==> config.mk <==
export PLATFORM = sky130hd
export DESIGN_NAME = utf8_text_field_validator_core_flat
export DESIGN_NICKNAME = d
export VERILOG_FILES = /design/src/hdl/ufv_pkg.sv /design/src/hdl/ufv_if.sv /design/src/hdl/utf8_text_field_validator_core.sv /design/src/flat_wrapper.sv
export SDC_FILE = /design/constraint.sdc
export NUM_CORES = 1
export LEC_CHECK = 0
export BUFFER_PORTS_ARGS = -buffer_cell sky130_fd_sc_hd__buf_2
export CORE_UTILIZATION = 35
export CTS_CLUSTER_SIZE = 16
export DETAILED_ROUTE_END_ITERATION = 16
export GPL_TIMING_DRIVEN = 1
export SETUP_SLACK_MARGIN = 0.5
export SYNTH_ARGS = -nofsm -noshare
export SYNTH_HDL_FRONTEND = slang
export SYNTH_SLANG_ARGS = --single-unit
==> constraint.sdc <==
create_clock -name clk -period 2.1 [get_ports clk]
set_input_delay 0.315 -clock clk [delete_from_list [all_inputs] [get_ports clk]]
set_output_delay 0.315 -clock clk [all_outputs]
set_load 0.1 [all_outputs]
==> src/hdl/ufv_pkg.sv <==
`default_nettype none

package ufv_pkg;

	typedef enum logic [1:0] {
		VERDICT_VALID     = 2'd0,
		VERDICT_CONTROL   = 2'd1,
		VERDICT_MALFORMED = 2'd2
	} verdict_t;

	typedef logic [1:0] owed_t;

	localparam logic [7:0] CONT_MASK    = 8'hC0;
	localparam logic [7:0] CONT_MARK    = 8'h80;
	localparam logic [7:0] ASCII_TOP    = 8'h80;
	localparam logic [7:0] LEAD2_LO     = 8'hC2;
	localparam logic [7:0] LEAD2_HI     = 8'hDF;
	localparam logic [3:0] LEAD3_NIBBLE = 4'hE;
	localparam logic [7:0] LEAD4_LO     = 8'hF0;
	localparam logic [7:0] LEAD4_HI     = 8'hF4;
	localparam logic [7:0] CTRL_BELOW   = 8'h20;
	localparam logic [7:0] CTRL_DEL     = 8'h7F;

	localparam owed_t OWED_NONE  = 2'd0;
	localparam owed_t OWED_ONE   = 2'd1;
	localparam owed_t OWED_TWO   = 2'd2;
	localparam owed_t OWED_THREE = 2'd3;

endpackage

`default_nettype wire

==> src/hdl/ufv_if.sv <==
`default_nettype none

interface ufv_byte_if;
	logic       valid;
	logic       ready;
	logic [7:0] data_byte;
	logic       last_byte;

	modport source (output valid, output data_byte, output last_byte, input ready);
	modport sink (input valid, input data_byte, input last_byte, output ready);
endinterface

interface ufv_verdict_if;
	logic       valid;
	logic       ready;
	logic [1:0] verdict;

	modport source (output valid, output verdict, input ready);
	modport sink (input valid, input verdict, output ready);
endinterface

`default_nettype wire

==> src/hdl/utf8_text_field_validator_core.sv <==
// UTF-8 text field validator.
//
// The text channel carries a message one byte per beat, with last_byte set on
// the final byte. The result channel carries one verdict beat per message:
// 0 valid, 1 a control character (below 0x20, or 0x7F) was present, 2 the
// UTF-8 structure was malformed. Control characters win over malformed
// structure, and a multi-byte sequence left open at the end is malformed.
//
// Each byte is captured in an input register and checked in the next cycle by
// a small decoder against the owed-continuation count and two sticky flags.
// The block takes one byte per clock unless stalled as described below. The
// verdict is written to an output register once the final byte is in the
// input register and the output register is free, and is held until taken.
//
// When the receiver stalls, bytes keep flowing in until a final byte reaches
// the input register while an untaken verdict is still held; the text channel
// then drops ready until the verdict beat completes.
//
// Reset clears both valid flags, the owed count and the sticky flags, so the
// first byte after reset starts a new message.
`default_nettype none

module utf8_text_field_validator_core (
	input  wire             clk,
	input  wire             arst_n,
	ufv_byte_if.sink        text,
	ufv_verdict_if.source   result
);

	logic       valid_s1;
	logic [7:0] data_s1;
	logic       last_s1;

	ufv_pkg::owed_t owed_q;
	logic           control_q;
	logic           malformed_q;

	logic             out_valid_q;
	ufv_pkg::verdict_t verdict_q;

	logic out_free;
	logic adv_s1;

	ufv_pkg::owed_t    owed_nx;
	logic              control_nx;
	logic              malformed_nx;
	ufv_pkg::verdict_t verdict_nx;

	assign out_free   = !out_valid_q || result.ready;
	assign adv_s1     = valid_s1 && (!last_s1 || out_free);
	assign text.ready = !valid_s1 || adv_s1;

	always_comb begin
		control_nx   = control_q || (data_s1 < ufv_pkg::CTRL_BELOW) ||
			(data_s1 == ufv_pkg::CTRL_DEL);
		malformed_nx = malformed_q;
		owed_nx      = owed_q;
		if (owed_q != ufv_pkg::OWED_NONE) begin
			// A bad continuation still uses up its slot.
			if ((data_s1 & ufv_pkg::CONT_MASK) != ufv_pkg::CONT_MARK) begin
				malformed_nx = 1'b1;
			end
			owed_nx = owed_q - ufv_pkg::OWED_ONE;
		end else if (data_s1 < ufv_pkg::ASCII_TOP) begin
			owed_nx = ufv_pkg::OWED_NONE;
		end else if (data_s1 >= ufv_pkg::LEAD2_LO && data_s1 <= ufv_pkg::LEAD2_HI) begin
			owed_nx = ufv_pkg::OWED_ONE;
		end else if (data_s1[7:4] == ufv_pkg::LEAD3_NIBBLE) begin
			owed_nx = ufv_pkg::OWED_TWO;
		end else if (data_s1 >= ufv_pkg::LEAD4_LO && data_s1 <= ufv_pkg::LEAD4_HI) begin
			owed_nx = ufv_pkg::OWED_THREE;
		end else begin
			malformed_nx = 1'b1;
		end

		if (control_nx) begin
			verdict_nx = ufv_pkg::VERDICT_CONTROL;
		end else if (malformed_nx || owed_nx != ufv_pkg::OWED_NONE) begin
			verdict_nx = ufv_pkg::VERDICT_MALFORMED;
		end else begin
			verdict_nx = ufv_pkg::VERDICT_VALID;
		end
	end

	always_ff @(posedge clk or negedge arst_n) begin
		if (!arst_n) begin
			valid_s1 <= 1'b0;
		end else if (text.ready) begin
			valid_s1 <= text.valid;
		end
	end

	always_ff @(posedge clk) begin
		if (text.ready && text.valid) begin
			data_s1 <= text.data_byte;
			last_s1 <= text.last_byte;
		end
	end

	always_ff @(posedge clk or negedge arst_n) begin
		if (!arst_n) begin
			owed_q      <= ufv_pkg::OWED_NONE;
			control_q   <= 1'b0;
			malformed_q <= 1'b0;
		end else if (adv_s1) begin
			if (last_s1) begin
				owed_q      <= ufv_pkg::OWED_NONE;
				control_q   <= 1'b0;
				malformed_q <= 1'b0;
			end else begin
				owed_q      <= owed_nx;
				control_q   <= control_nx;
				malformed_q <= malformed_nx;
			end
		end
	end

	always_ff @(posedge clk or negedge arst_n) begin
		if (!arst_n) begin
			out_valid_q <= 1'b0;
		end else if (out_free) begin
			out_valid_q <= adv_s1 && last_s1;
		end
	end

	always_ff @(posedge clk) begin
		if (out_free && adv_s1 && last_s1) begin
			verdict_q <= verdict_nx;
		end
	end

	assign result.valid   = out_valid_q;
	assign result.verdict = verdict_q;

endmodule

`default_nettype wire

==> src/flat_wrapper.sv <==
// flat-port wrapper written by rule: the top's interface ports become plain ports
module utf8_text_field_validator_core_flat 
  (clk, arst_n, text_valid, text_data_byte, text_last_byte, text_ready, result_valid, result_verdict, result_ready);
  ufv_byte_if text_i ();
  ufv_verdict_if result_i ();
  input  wire clk;
  input  wire arst_n;
  input wire logic [$bits(text_i.valid)-1:0] text_valid;
  input wire logic [$bits(text_i.data_byte)-1:0] text_data_byte;
  input wire logic [$bits(text_i.last_byte)-1:0] text_last_byte;
  output wire logic [$bits(text_i.ready)-1:0] text_ready;
  output wire logic [$bits(result_i.valid)-1:0] result_valid;
  output wire logic [$bits(result_i.verdict)-1:0] result_verdict;
  input wire logic [$bits(result_i.ready)-1:0] result_ready;
  assign text_i.valid = text_valid;
  assign text_i.data_byte = text_data_byte;
  assign text_i.last_byte = text_last_byte;
  assign text_ready = text_i.ready;
  assign result_valid = result_i.valid;
  assign result_verdict = result_i.verdict;
  assign result_i.ready = result_ready;
  utf8_text_field_validator_core u_core (.clk(clk), .arst_n(arst_n), .text(text_i), .result(result_i));
endmodule
* Yosys cells after proc, flatten, opt, wreduce, memory -nomap -nowiden
Index checks and enable logic that the tools add are counted. Widths: inputs -> output; s select.
Cells by class: $add $sub $neg 1, $lt $le $gt $ge 6, equality and inequality tests 3, muxes and demuxes 15, reductions and logical operators 18
Operator list (count):
- $ge 8x8->1 const B | 2
- $le 8x8->1 const B | 2
- $mux 2 | 7
- $eq 8x7->1 const B | 1
- $lt 8x6->1 const B | 1
- $lt 8x8->1 const B | 1
- $mux 1 | 8
- $logic_and 1x1->1 | 7
- $logic_or 1x1->1 | 6
- $eq 4x4->1 const B | 1
- $reduce_bool 2->1 | 2
- $logic_not 1->1 | 3
- $ne 2x2->1 const B | 1
- $sub 2x1->2 const B | 1
Storage, ports and cells: flip-flop bits (word level) 17, input port bits 13, output and inout bits 4, logic and storage cells 51

* Depth between registers and ports, before layout
depth after elaboration 10, depth in mapped cells 4, depth with buffers taken out 4

* Worst setup path after synthesis
No wires, ideal clock.
path kind flip-flop to flip-flop, from register u_core.out_valid_q (netlist: u_core.result.valid), to register u_core.data_s1[0], enable pin, library setup time 0.288 ns, arrival time 2.795 ns, required time 1.812 ns, slack -0.983 ns, cell stages (with the launch flop) 3, buffers on the path 0, cells stage by stage dfrtp_1 nand4b_1 and2_1
Between the ends: longest elaborated chain between the ends 6
RTL lines:
- from (decl) | RTL line utf8_text_field_validator_core.sv:38 | logic out_valid_q;
- from (signal assigned) | RTL line utf8_text_field_validator_core.sv:122 | out_valid_q <= adv_s1 && last_s1;
- $logic_not 1->1 | RTL line utf8_text_field_validator_core.sv:49 | assign out_free = !out_valid_q || result.ready;
- $logic_or 1x1->1 | RTL line utf8_text_field_validator_core.sv:49
- $logic_or 1x1->1 | RTL line utf8_text_field_validator_core.sv:50 | assign adv_s1 = valid_s1 && (!last_s1 || out_free);
- $logic_and 1x1->1 | RTL line utf8_text_field_validator_core.sv:50
- $logic_or 1x1->1 | RTL line utf8_text_field_validator_core.sv:51 | assign text.ready = !valid_s1 || adv_s1;
- net text_ready | RTL line flat_wrapper.sv:11 | output wire logic [$bits(text_i.ready)-1:0] text_ready;
- $logic_and 1x1->1 | RTL line utf8_text_field_validator_core.sv:94 | if (text.ready && text.valid) begin
- to (signal assigned) | RTL line utf8_text_field_validator_core.sv:95 | data_s1 <= text.data_byte;
- to (decl) | RTL line utf8_text_field_validator_core.sv:31 | logic [7:0] data_s1;
The timed path passes the listed nets, and every way through them passes these cells. A chain may end at the register's enable or synchronous reset.

* Worst setup path after layout
from register u_core.out_valid_q (netlist: u_core.result.valid), to output port text_ready
Between the ends: longest elaborated chain between the ends 5
RTL lines (RTL line):
- $logic_not 1->1 | utf8_text_field_validator_core.sv:49
- $logic_or 1x1->1 | utf8_text_field_validator_core.sv:49
- $logic_or 1x1->1 | utf8_text_field_validator_core.sv:50
- $logic_and 1x1->1 | utf8_text_field_validator_core.sv:50
- $logic_or 1x1->1 | utf8_text_field_validator_core.sv:51
- to (decl) | flat_wrapper.sv:11
Every way passes these cells.

==> results.md <==
- The count of different cell masters after synthesis is 26.
- The signal on the critical path passes through nand4b_1 -> buf_6.
- For this run, the slowest stage of the critical path takes 0.49 ns.
- The H-tree depth is 1.
- The placement-stage cell area is 866 um^2.
- The count of final hold-check violations is 0.
- Dividing the final minimum period by the clock period gives between 70 and 80%.
- Dividing the detail-routed wire length by the instance count gives between 10 and 15 um.
- For the worst setup path, the data arrival time is around 1.2 ns.
- The setup skew after layout is around 0.0035 ns.
- The fraction of layout instances using a drive strength above 1 is between 30% and 40%.
- The post-route cell area is approximately 940 um^2.
- For hold timing, the worst endpoint is u_core.data_s1[7].
- The final hold slack is 0.199 ns.
- The length in cells of the worst reg-to-reg path is 4.
- The transition time of the tightest slew-check pin is a little under 0.5 ns.
- The kind of end point of the critical path is a primary output.
- After clock tree synthesis, the clock-pin slew on the worst setup and hold paths is 0.09 ns.
- The via count is 550.
- The launch point of the worst reg-to-reg path is u_core.data_s1[4].
- For this run, the top clock speed supported by timing is 657 MHz.
- Sequential cells were found to cover 64.4% of the synthesized design area.
- The clock period could shrink to 1.52 ns.
- The initial antenna violation count is 0.
- The critical-path maximum fanout is 4.
- Setup repair after global routing could not meet its margin everywhere.
- The top cell type by area accounts for 44.3% of the synthesized area.
- The number of ports placed on the die boundary is 17.
- The worst hold path belongs to the class in2reg.
- Dividing the detail-routed via count by the number of cells gives 4.95.
- The total chip power is 0.700 mW.
- The die area is 0.00232 mm^2.
- For this design the total switching power over the nets is just under 0.2 mW.
- The capture point of the worst reg-to-reg path is u_core.result.verdict[1].
- The category of the worst setup path launch point is a register.
- The total congestion overflow after global routing is 0.
- The final net count is 98.
- Detailed placement finished with a half-perimeter wire length of 920 um.
- TritonCTS built the clock tree.
- The flow ran to the end, and the final reports show no timing, DRC or antenna violations.
- The number of max-slew violations in the final report came to 0.
- The worst setup path category is reg2out.
- The pre-antenna-repair detailed-routing pass consisted of 4 iterations.
- The minimum setup slack in the final design is slightly below 0.6 ns.
- The first global-routing pass estimated 1.83 mm of wire.
- From synthesis to final layout, the design area changed by 26.0%.
- The total leakage power is 0.361 nW.
- The via count of the first global-routing pass came to between 400 and 500.
- No sink is reached through more buffers than the 2 on the longest clock path.
- The startpoint identified for the worst hold timing path is text_data_byte[7].
- IR analysis of the VDD net gives a maximum drop of 480 uV.
- The synthesized instance count is 60.
- Synthesis produced a netlist with a net count of 73.
- At the end of the flow the core is filled with cells to a little under half.
- The height of the die is 48.2 um.
- The share of power burned in the clock network is 24.0%.
- The post-synthesis area per instance is 12.4 um^2.
- The core area is slightly below 0.002 mm^2.
- The initial detailed-routing violation count is 7.
- The slowest stage of the critical path is the sky130_fd_sc_hd__dfrtp_4 cell.
- 0 antenna diodes ended up in the layout.
- The initial core utilization is 37.6%.
- The count of clock tree sinks is 17.
- OpenSTA, run right after detailed placement, puts the worst setup slack at roughly 0.55 ns.
- The count of nets left with antenna violations once routing finished came out at 0.
- CTS placed an instance of sky130_fd_sc_hd__clkbuf_4 at the clock tree root.
- The internal power is between 0.5 and 0.6 mW.
- The number of failing setup endpoints in the final timing report is 0.
- Summing every instance area after synthesis gives 746 um^2.
- Clock latency on the worst-skew pair, taken at its later pin, is 0.28 ns.
- Combinational logic is responsible for between 10% and 20% of the overall power.
- The die is 48.2 um wide.
- During synthesis, Yosys emitted a total of 0 warnings.
- The wire length reported by the detailed router is 1.20 mm.
- Max-cap violations in this run came to 0.
- The floorplan has 16 rows.
- The reg2reg setup slack is 0.60 ns.
- The number of buffers added by the clock tree synthesis step is 3.
- The worst pin sits at a relative slew slack of 68.0%.
- After detailed routing, the number of remaining DRC violations is 0.
- The data required time at the worst endpoint is 1.78 ns.
- At the end of routability-driven placement, the weighted congestion stood at 0.781.
- The port buffer count is 16.
- The pin count of the biggest net entering global routing is 10.
- The count of cells in the finished layout, fillers not included, comes to 111.
- The cell count of the worst hold path is 1.
- Yosys attributes the largest share of cell area to sky130_fd_sc_hd__edfxtp_1, sky130_fd_sc_hd__dfrtp_1, sky130_fd_sc_hd__a211oi_2.
- In this run the power density over the cells is 745 mW/mm^2.
- The cell total after placement is 103.
- Net switching is 28.1% of the power.
- Of all cell types, the one taking the most synthesized area is sky130_fd_sc_hd__edfxtp_1.
- Summed over all failing endpoints, the final setup total negative slack is 0 ns.
- In the global route stage, overall resource usage came out at 11.8%.
- The number of buffers and inverters on the critical path is 1.
- The family with the most delay on the worst path is flip-flops.
- The part of the total power dissipated in sequential elements is between 50% and 60%.
- The number of synthesized register bits is 17.
[logic make-up (layout without fill, tap and decap cells)]
kind of cell           count (synthesis)  in the layout  synth area share (%)
AND/OR/NAND/NOR                       24             24                  18.6
AO/OA/AOI/OAI                         16             16                  15.4
buffers and inverters                  3             27                  1.51
flip-flops                            17             17                  64.4
[repair_timing]
action,in CTS,in global routing
cloned,0,0
endpoints found under the hold margin,6,0
endpoints found under the setup margin,1,2
buffers inserted,0,3
hold buffers,1,0
pin swaps,0,0
gates resized for setup,1,2
[cell type report]
| cell class | count | area, um^2 |
|---|---|---|
| multi-input combinational | 40 | 265 |
| timing repair buffer | 20 | 119 |
| sequential | 17 | 484 |
| inverter | 3 | 11.3 |
| tap | 27 | 33.8 |
| fill | 178 | 1040 |
| clock buffer | 4 | 26.3 |
[worst register-to-register path, delay by kind of cell, from the launching register on]
kind	cells	cell delay (ns)
AND/OR/NAND/NOR	2	0.40
AO/OA/AOI/OAI	2	0.41
flip-flops	1	0.44
[power groups by stage]
stage	Combinational, mW	Clock, mW	Sequential (mW)
global placement	0.116	0	0.414
detailed placement	0.117	0	0.414
floorplan	0.0552	0	0.446
CTS	0.119	0.177	0.406
global route	0.135	0.187	0.410
finish	0.125	0.168	0.407
[metal layers]
metal  track usage, %  part of all wire (%)
met1             17.4                    47
met2             16.0                    49
met3             2.22                   2.7
met4             6.67                  0.75
met5                0                     0
[worst max path at each step]
stage	depth (start not counted)	slack (ns)	startpoint	to
6_report	2	0.58	u_core.result.valid	text_ready
5_1_grt	4	0.49	u_core.data_s1[4]	u_core.result.verdict[1]
4_1_cts	2	0.52	u_core.result.valid	text_ready
3_5_place_dp	4	0.55	u_core.data_s1[4]	u_core.result.verdict[1]
3_3_place_gp	4	0.63	u_core.data_s1[4]	u_core.result.verdict[1]
2_1_floorplan	2	-0.33	u_core.result.valid	u_core.data_s1[0]
[Yosys cell counts]
cell type,number
sky130_fd_sc_hd__o21a_1,1
sky130_fd_sc_hd__nor3_2,1
sky130_fd_sc_hd__nand3_1,1
sky130_fd_sc_hd__o21ai_1,3
sky130_fd_sc_hd__a211oi_2,2
sky130_fd_sc_hd__o21ai_0,2
sky130_fd_sc_hd__nor4_2,1
sky130_fd_sc_hd__a21oi_1,2
sky130_fd_sc_hd__edfxtp_1,11
sky130_fd_sc_hd__a21boi_1,1
sky130_fd_sc_hd__nor3_1,4
sky130_fd_sc_hd__and2b_1,1
sky130_fd_sc_hd__nand2b_1,1
sky130_fd_sc_hd__nand4_1,2
sky130_fd_sc_hd__and2_1,1
sky130_fd_sc_hd__nand3b_1,1
sky130_fd_sc_hd__o31ai_1,1
sky130_fd_sc_hd__nand2_1,5
sky130_fd_sc_hd__o22ai_1,1
sky130_fd_sc_hd__inv_1,3
sky130_fd_sc_hd__o21bai_1,1
sky130_fd_sc_hd__o2111ai_1,1
sky130_fd_sc_hd__o311a_1,1
sky130_fd_sc_hd__nand4b_1,2
sky130_fd_sc_hd__dfrtp_1,6
sky130_fd_sc_hd__nor2_1,4
[placed cells by master, fill, tap and decap left out, drive strengths merged, types with 2 or more instances in the layout]
master	netlist	final
o21ai	5	5
buf	0	19
a21oi	2	2
clkbuf	0	4
edfxtp	11	11
dfrtp	6	6
nand2	5	5
inv	3	3
nor2	4	4
a211oi	2	2
nor3	5	5
nand4b	2	2
nand4	2	2
[sequential cells by signal, summed over array words and instances (netlist names)]
signal,count
u_core.valid_s1,1
u_core.control_q,1
u_core.malformed_q,1
u_core.last_s1,1
u_core.result.verdict,2
u_core.owed_q,2
u_core.data_s1,8
u_core.result.valid,1
(Power assumes the default switching activity.)
